--- src/rtl/core/irq_handler_table_dispatch_macros.svh ---
// ----------------------------------------------------------------------------
// Interrupt handler table assertion macros
// Concurrent assertion wrappers shared by the dispatch table RTL.
// ----------------------------------------------------------------------------
`ifndef IRQ_HANDLER_TABLE_DISPATCH_MACROS_SVH
`define IRQ_HANDLER_TABLE_DISPATCH_MACROS_SVH

// Checks that a property holds at every clock edge outside reset.
`define IHTD_ASSERT(name, clk, rst, prop, msg) \
   name: assert property (@(posedge clk) disable iff (rst) (prop)) else $error(msg);

// Checks that a consequent holds in the cycle of its antecedent.
`define IHTD_ASSERT_IMPL(name, clk, rst, ante, cons, msg) \
   name: assert property (@(posedge clk) disable iff (rst) (ante) |-> (cons)) else $error(msg);

// Checks that a consequent holds in the cycle after its antecedent.
`define IHTD_ASSERT_NEXT(name, clk, rst, ante, cons, msg) \
   name: assert property (@(posedge clk) disable iff (rst) (ante) |=> (cons)) else $error(msg);

`endif

--- src/rtl/core/ihtd_pkg.sv ---
// ----------------------------------------------------------------------------
// Interrupt handler table package
// Item types, status codes and id constants for the dispatch table.
// ----------------------------------------------------------------------------
package ihtd_pkg;

   localparam int unsigned ID_W = 10;

   localparam logic [ID_W-1:0] ID_MASK        = 10'h3FF;
   localparam logic [ID_W-1:0] SPURIOUS_FIRST = 10'd1020;

   localparam logic [2:0] STATUS_REGISTERED = 3'd0;
   localparam logic [2:0] STATUS_FULL       = 3'd1;
   localparam logic [2:0] STATUS_FOUND      = 3'd2;
   localparam logic [2:0] STATUS_NONE       = 3'd3;
   localparam logic [2:0] STATUS_SPURIOUS   = 3'd4;

   localparam logic OP_REGISTER = 1'b0;
   localparam logic OP_DISPATCH = 1'b1;

   typedef struct packed {
      logic            op;
      logic [ID_W-1:0] intid;
      logic [31:0]     handler_ref;
      logic [63:0]     context_ref;
      logic [31:0]     ack_word;
   } req_type;

   typedef struct packed {
      logic [2:0]      status;
      logic [3:0]      slot_index;
      logic [31:0]     handler_out;
      logic [63:0]     context_out;
      logic            eoi_valid;
      logic [31:0]     eoi_word;
      logic [ID_W-1:0] masked_id;
   } rsp_type;

   typedef struct packed {
      logic [ID_W-1:0] id;
      logic [31:0]     handler;
      logic [63:0]     ctx;
   } slot_type;

endpackage

--- src/rtl/core/irq_handler_table_dispatch.sv ---
// ----------------------------------------------------------------------------
// Interrupt handler table with dispatch
// Registers handlers into the lowest free slot and looks up acknowledged ids.
// ----------------------------------------------------------------------------
// A registration, a spurious dispatch or a dispatch to an empty table goes from idle straight to emit.
// A lookup reads the slot memory one entry per cycle in scan, then goes to emit.
// One item is in work at a time, so a new item is taken only once the last has
// left emit; a new item is taken while a result waits.
// Reset empties the table through a fill count; slot contents are not cleared.
// ----------------------------------------------------------------------------
`include "irq_handler_table_dispatch_macros.svh"

module irq_handler_table_dispatch #(
   parameter int unsigned SLOTS = 16
) (
   input  logic             clock,
   input  logic             reset,
   input  logic             req_valid,
   output logic             req_ready,
   input  ihtd_pkg::req_type req_data,
   output logic             rsp_valid,
   input  logic             rsp_ready,
   output ihtd_pkg::rsp_type rsp_data
);

   localparam int unsigned IDX_W = (SLOTS > 1) ? $clog2(SLOTS) : 1;
   localparam int unsigned CNT_W = $clog2(SLOTS + 1);

   typedef enum logic [1:0] {
      ST_IDLE,
      ST_SCAN,
      ST_EMIT
   } state_type;

   state_type           state_ff;
   logic [CNT_W-1:0]    fill_ff;
   logic [IDX_W-1:0]    ptr_ff;
   ihtd_pkg::rsp_type   res_ff;
   ihtd_pkg::rsp_type   res_in;
   ihtd_pkg::rsp_type   rsp_ff;
   logic                rsp_valid_ff;
   ihtd_pkg::slot_type  mem [SLOTS];
   ihtd_pkg::slot_type  rd_ff;

   logic                 accept;
   logic                 full;
   logic                 last;
   logic                 mem_we;
   logic                 rsp_load;
   logic [IDX_W-1:0]     wr_addr;
   logic [IDX_W-1:0]     rd_addr_in;
   logic [ihtd_pkg::ID_W-1:0] mid;
   ihtd_pkg::slot_type   wr_entry;
   logic [IDX_W+3:0]     wr_wide;
   logic [IDX_W+3:0]     ptr_wide;

   assign req_ready = (state_ff == ST_IDLE);
   assign accept    = req_valid && req_ready;
   assign full      = (fill_ff == CNT_W'(SLOTS));
   assign last      = ((CNT_W'(ptr_ff) + CNT_W'(1)) == fill_ff);
   assign wr_addr   = fill_ff[IDX_W-1:0];
   assign mem_we    = accept && (req_data.op == ihtd_pkg::OP_REGISTER) && !full;
   assign mid       = req_data.ack_word[ihtd_pkg::ID_W-1:0] & ihtd_pkg::ID_MASK;
   assign wr_wide   = {4'b0000, wr_addr};
   assign ptr_wide  = {4'b0000, ptr_ff};
   assign rsp_load  = (state_ff == ST_EMIT) && (!rsp_valid_ff || rsp_ready);

   assign wr_entry.id      = req_data.intid;
   assign wr_entry.handler = req_data.handler_ref;
   assign wr_entry.ctx     = req_data.context_ref;

   always_comb begin
      if (state_ff == ST_SCAN && !last) begin
         rd_addr_in = ptr_ff + IDX_W'(1);
      end else begin
         rd_addr_in = '0;
      end
   end

   always_comb begin
      res_in = '0;
      if (req_data.op == ihtd_pkg::OP_REGISTER) begin
         if (full) begin
            res_in.status = ihtd_pkg::STATUS_FULL;
         end else begin
            res_in.status     = ihtd_pkg::STATUS_REGISTERED;
            res_in.slot_index = wr_wide[3:0];
         end
      end else begin
         res_in.masked_id = mid;
         if (mid >= ihtd_pkg::SPURIOUS_FIRST) begin
            res_in.status = ihtd_pkg::STATUS_SPURIOUS;
         end else begin
            res_in.status    = ihtd_pkg::STATUS_NONE;
            res_in.eoi_valid = 1'b1;
            res_in.eoi_word  = req_data.ack_word;
         end
      end
   end

   // Registration only happens in idle, when no lookup is under way, so a lookup
   // read never overlaps a write to the same slot.
   always_ff @(posedge clock) begin
      if (mem_we) begin
         mem[wr_addr] <= wr_entry;
      end
      rd_ff <= mem[rd_addr_in];
   end

   always_ff @(posedge clock) begin
      if (reset) begin
         state_ff     <= ST_IDLE;
         fill_ff      <= '0;
         rsp_valid_ff <= 1'b0;
      end else begin
         if (rsp_load) begin
            rsp_valid_ff <= 1'b1;
         end else if (rsp_valid_ff && rsp_ready) begin
            rsp_valid_ff <= 1'b0;
         end
         case (state_ff)
            ST_IDLE: begin
               if (req_valid) begin
                  res_ff <= res_in;
                  ptr_ff <= '0;
                  if (req_data.op == ihtd_pkg::OP_REGISTER) begin
                     if (!full) begin
                        fill_ff <= fill_ff + CNT_W'(1);
                     end
                     state_ff <= ST_EMIT;
                  end else if (mid >= ihtd_pkg::SPURIOUS_FIRST || fill_ff == '0) begin
                     state_ff <= ST_EMIT;
                  end else begin
                     state_ff <= ST_SCAN;
                  end
               end
            end
            ST_SCAN: begin
               if (rd_ff.id == res_ff.masked_id) begin
                  res_ff.status      <= ihtd_pkg::STATUS_FOUND;
                  res_ff.slot_index  <= ptr_wide[3:0];
                  res_ff.handler_out <= rd_ff.handler;
                  res_ff.context_out <= rd_ff.ctx;
                  state_ff           <= ST_EMIT;
               end else if (last) begin
                  state_ff <= ST_EMIT;
               end else begin
                  ptr_ff <= ptr_ff + IDX_W'(1);
               end
            end
            ST_EMIT: begin
               if (rsp_load) begin
                  rsp_ff   <= res_ff;
                  state_ff <= ST_IDLE;
               end
            end
            default: begin
               state_ff <= ST_IDLE;
            end
         endcase
      end
   end

   assign rsp_valid = rsp_valid_ff;
   assign rsp_data  = rsp_ff;

   `IHTD_ASSERT(a_fill_bound, clock, reset, fill_ff <= CNT_W'(SLOTS), "Fill count beyond table size")
   `IHTD_ASSERT_IMPL(a_scan_in_range, clock, reset, state_ff == ST_SCAN, CNT_W'(ptr_ff) < fill_ff, "Lookup pointer past filled slots")
   `IHTD_ASSERT_IMPL(a_rsp_from_emit, clock, reset, $rose(rsp_valid_ff), $past(state_ff) == ST_EMIT, "Result raised outside emit")
   `IHTD_ASSERT_NEXT(a_reg_grows, clock, reset, mem_we, fill_ff == $past(fill_ff) + CNT_W'(1), "Registration did not take a slot")

endmodule

--- config.mk ---
export PLATFORM = sky130hd
export DESIGN_NAME = irq_handler_table_dispatch
export DESIGN_NICKNAME = d
export VERILOG_FILES = /design/src/rtl/core/ihtd_pkg.sv /design/src/rtl/core/irq_handler_table_dispatch.sv
export VERILOG_INCLUDE_DIRS = /design/src /design/src/rtl/core
export SDC_FILE = /design/constraint.sdc
export NUM_CORES = 2
export LEC_CHECK = 0
export ABC_AREA = 1
export BUFFER_PORTS_ARGS = -buffer_cell sky130_fd_sc_hd__clkbuf_2
export CAP_MARGIN = 20
export CORE_ASPECT_RATIO = 0.9
export CORE_MARGIN = 2
export CORE_UTILIZATION = 25
export DETAILED_ROUTE_END_ITERATION = 10
export HOLD_SLACK_MARGIN = 0.06
export PLACE_DENSITY = 0.4
export SYNTH_ARGS = -nofsm -noshare
export SYNTH_HDL_FRONTEND = slang
export SYNTH_SLANG_ARGS = --single-unit
--- constraint.sdc ---
create_clock -name clock -period 29.6 [get_ports clock]
set_input_delay 7.4 -clock clock [delete_from_list [all_inputs] [get_ports clock]]
set_output_delay 7.4 -clock clock [all_outputs]
set_load 0.02 [all_outputs]
# Word-level counts from Yosys, hierarchy flattened
# Memories as Yosys holds them, arrays and structs flattened. A register that Yosys moved wholly into a read port is not among the register bits.
# Index checks and enable logic that the tools add are counted.
[classes]
n_addsub = 3
mul = 0
div_mod_pow = 0
n_lt_le_gt_ge = 1
eq_ne = 11
n_shift = 0
n_mux = 26
n_bitwise = 3
reduce_logical = 22
[op_table]
columns = ["cell", "n"]
rows = [
  ["103-bit case mux with 2 select lines", 1],
  ["146-bit 2-to-1 mux", 1],
  ["103-bit 2-to-1 mux", 1],
  ["43-bit 2-to-1 mux", 1],
  ["33-bit 2-to-1 mux", 1],
  ["4-bit 2-to-1 mux", 6],
  ["2-bit 2-to-1 mux", 6],
  ["10-bit == test", 1],
  ["10-bit greater-or-equal comparator (second input constant)", 1],
  ["3-bit AND reduction", 3],
  ["2-bit inequality test (second input constant)", 4],
  ["4-bit case mux with 2 select lines", 1],
  ["4-bit AND reduction", 2],
  ["1-bit logical AND", 6],
  ["3-bit 2-to-1 mux", 2],
  ["2-bit case mux with 3 select lines", 1],
  ["4-bit by 1-bit adder with 5-bit output (second input constant)", 1],
  ["5-bit by 1-bit adder with 5-bit output (second input constant)", 1],
  ["5-bit == test", 1],
  ["5-bit == test (second input constant)", 1],
  ["5-bit logical NOT", 1],
  ["1-bit 2-to-1 mux", 5],
  ["5-bit AND reduction", 1],
  ["4-bit by 1-bit adder with 4-bit output (second input constant)", 1],
  ["other kinds (10)", 16],
]
[word_totals]
register_bits = 304
latchBits = 0
mem_bits_rw = 1696
rom_bits = 0
input_bits = 143
output_inout_bits = 148
wordCells = 85
n_memories = 1
[memory_table]
columns = ["memory", "words", "width", "rd", "rd_ports_with_merged_regs", "write_ports", "line", "rtl"]
rows = [
  ["mem", 16, 106, 1, 1, 1, "irq_handler_table_dispatch.sv:42", "ihtd_pkg::slot_type mem [SLOTS];"],
]

# Logic depth before layout (Yosys ltp)
[logic_depth]
word_depth = 6
ltp_mapped = 16

# Least setup slack after synthesis
# OpenSTA, ideal clock, no wires.
[synth_timing]
path_kind = "input port to flip-flop"
start = "input port reset"
end = "register rsp_ff, in the netlist rsp_data[0], enable pin"
setup_time_ps = 832
arrival_ps = 17463
required_time_ps = 28768
setup_slack_ps = 11305
stages = 1
path_buffers = 0
path_cell_list = "nor3_1"
[synth_between]
elab_chain_len = 2
[synth_lines]
columns = ["item", "line", "rtl"]
rows = [
  ["from (decl)", "irq_handler_table_dispatch.sv:17", "input logic reset,"],
  ["1-bit inverter (no line)", "--", ""],
  ["3-bit AND reduction (no line)", "--", ""],
  ["to (signal assigned)", "irq_handler_table_dispatch.sv:153", "rsp_ff <= res_ff;"],
  ["to (decl)", "irq_handler_table_dispatch.sv:40", "ihtd_pkg::rsp_type rsp_ff;"],
]
# Every way passes these cells.
# A chain may end at the register's enable or synchronous reset.

# Final worst setup path
[layout_timing]
start = "input port req_data[138] in the netlist's numbering"
end = "memory mem[2][66] in the netlist's numbering, enable pin"
[layout_between]
elab_chain_len = 5
[layout_lines]
columns = ["item", "line", "rtl"]
rows = [
  ["from (decl)", "irq_handler_table_dispatch.sv:20", "input ihtd_pkg::req_type req_data,"],
  ["1-bit inverter (no line)", "--", ""],
  ["1-bit logical AND (2 in a row)", "irq_handler_table_dispatch.sv:62", "assign mem_we = accept && (req_data.op == ihtd_pkg::OP_REGISTER) && !full;"],
  ["1-bit 2-to-1 mux", "irq_handler_table_dispatch.sv:104", "if (mem_we) begin"],
  ["1-bit 2-to-1 mux (implied by the code)", "irq_handler_table_dispatch.sv:105", "mem[wr_addr] <= wr_entry;"],
  ["to (decl)", "irq_handler_table_dispatch.sv:42", ""],
]
# Every way passes these cells.

==> run summary <==
Mapped Cells = 6927
final-report max-slew violation count = 0
most common cell in the netlist = edfxtp_1
Hold EP = rsp_data[31]
row count = 204
Clock Latency Late Sink = 0.93 ns
IO Count = 291
TritonCTS clock tree = done
RSZ-0062 raised after global routing = no
Worst R2R Setup Slack = 23.26 ns
worst r2r src = ptr_ff[0]
layout cells sized above 1 = 0.165
WL final = 263000 um
Fmax = 98.4 MHz
Worst-path clk slew = 0.06 ns
postcts setup bufs = 0
EDFF count, synth = 1992
die width = 622 um
syn_nets = 7075
WS Path Type = input port to flip-flop
top cells by count, synth = edfxtp_1 (1992), nand3_1 (1390), inv_1 (1012)
fin cells = 11800
first-pass GRT wire length = 382000 um
Hold Path Class = flip-flop to flip-flop
VDD IR max = 0.0558 mV
Slew @ Worst Pin = 1.19 ns
CTS buffer count = 236
clk_skew = 0.0696 ns
Data required, critical path = 30.12 ns
Synth top area share = 0.696
worst path bufs/invs = 5
DP HPWL = 141000 um
Initial Utilization = 0.251
dominant cells by area after synthesis = edfxtp_1 (70%), nand3_1 (8.1%), inv_1 (4.4%), o2111ai_1 (3.2%), or2_2 (3.1%)
crit path launch = req_data[138]
Tcrit/Tclk final = 0.343
Max H-tree Level = 4
via count = 53000
PortBufs = 290
worst-path cell chain = clkbuf_2 -> inv_1 -> nand4_1 -> inv_1 -> nand2_1 -> nor2_4 -> buf_4 -> buf_4
dominant synthesized flop cell = edfxtp_1
CP top delay family = buffers and inverters
1st-iter DRT viols = 4196
PwrDens = 67.1 mW/mm2
Slowest-stage cell, CP = nor2_4
Final TNS setup = 0 ns
largest net degree at the start of global routing = 185
unique cell type count in the Yosys netlist = 31
CTS Buffer Depth = 4
Cell Area, Placed = 0.0921 mm2
post-synthesis sequential area ratio = 0.722
largest area contributor in the netlist = edfxtp_1
# setup viols final = 0
syn avg cell area = 12.4 um2
nature of the critical path startpoint = input port
clk sinks = 2106
total congestion overflow = 0
Final #Nets = 7238
DRC = 0
Leakage = 37.6 nW
CP endpoint kind = flip-flop
FF/Latch Area = 0.0621 mm2
Post-DRT Antenna Nets = 0
mean routed wirelength per cell = 22.2 um
full die area = 0.349 mm2
final hold violations = 0
Routability Congestion = 0.738
Post-Synthesis Cell Area = 0.0860 mm2
CTS Root Cell = clkbuf_16
largest stage delay on the critical path = 0.59 ns
core area = 0.343 mm2
multi-input logic area = 0.0182 mm2
Reg2Reg Depth = 17
die height = 560 um
hold_buf cts = 0
#FFs+latches synth = 2106
Yosys warning total = 0
Vias/cell = 4.48
Hold Path Depth = 0
Finished Core Util = 0.291
max_cap viols = 0
vias in the first global route = 52400
1st-pass router iterations = 7
hold_sp = res_ff[31]
initial antenna violation count = 27
# fillers = 34900
Layout Area Growth over Synthesis = 16.1%
Min Clock Period, post-route = 10.17 ns
Slew Limit Headroom = 0.205
Post-synth ARST share = 0
post_cts resized = 0
FF-to-FF End = rd_ff[86]
Crit path arrival time = 10.69 ns
GRT Util Overall = 0.147
Crit Path Max Fanout = 31
placed insts = 11400
post-route cell area = 0.0998 mm2
status = finished, final reports clean
==> layer usage <==
metal / vias up / routed length [um] / global-route usage / part of all wire
li1: 24600 / - / - / -
met1: 26900 / 127000 / 0.214 / 0.48
met2: 1184 / 118000 / 0.228 / 0.45
met3: 337 / 12100 / 0.0223 / 0.046
met4: 2 / 5920 / 0.0370 / 0.022
met5: - / 18 / 0 / 0.000068
==> placed cells by master, fill, tap and decap left out, drive strengths merged, types with 3 or more instances in the layout <==
cell type,n
diode,6
edfxtp,1992
o21ai,6
nand3b,212
dfxtp,114
clkinv,107
inv,1025
or2,427
nand3,1390
clkbuf,583
nand4,8
o2111ai,319
xnor2,6
nor3,3
nor2,262
ha,5
nand2,686
clkinvlp,7
bufinv,24
buf,93
a21oi,14
==> cells by family after synthesis <==
kind of cell             after synthesis  share of synthesized area
AO/OA/AOI/OAI                        343                     0.0340
flip-flops                          2106                      0.722
buffers and inverters               1475                     0.0689
adder cells (fa/ha/maj)                5                   0.000728
XOR/XNOR                               8                   0.000815
AND/OR/NAND/NOR                     2990                      0.173
==> per-stage QoR <==
stage	hold slack (ns)	total power [mW]	worst slack, ns
after floorplan	0.400	3.63	11.30
after global placement	0.401	3.81	18.57
after detailed placement	0.405	3.81	18.54
after CTS	0.416	6.81	19.50
after global routing	0.418	6.95	19.30
final	0.412	6.70	19.44
==> cell type report <==
| cell class | instances | area share |
|---|---|---|
| sequential | 2106 | 0.622 |
| inverter | 1017 | 0.0385 |
| clock buffer | 293 | 0.0628 |
| antenna | 6 | 0.000150 |
| clock inverter | 146 | 0.0148 |
| timing repair buffer | 383 | 0.0232 |
| tap | 4532 | 0.0568 |
| multi-input combinational | 3346 | 0.182 |
==> sequential cells by signal, summed over array words and instances (netlist names) <==
signal	cells
mem	1696
res_ff	146
rsp_data	146
rd_ff	106
fill_ff	5
ptr_ff	4
state_ff	2
rsp_valid	1
==> how the worst max path moves through the flow <==
stage,endpoint,cells after the start
floorplan,rsp_data[0],1
global placement,mem[2][64],8
detailed placement,mem[2][64],8
CTS,mem[2][64],8
global route,mem[2][64],8
finish,mem[2][66],8
==> where the power goes <==
part / total, mW / internal, mW / switching, mW
Clock: 2.96 / 1.71 / 1.25
Combinational: 0.379 / 0.0837 / 0.295
Sequential: 3.36 / 3.34 / 0.0207
Note: power is estimated with default switching activity, not from simulation.
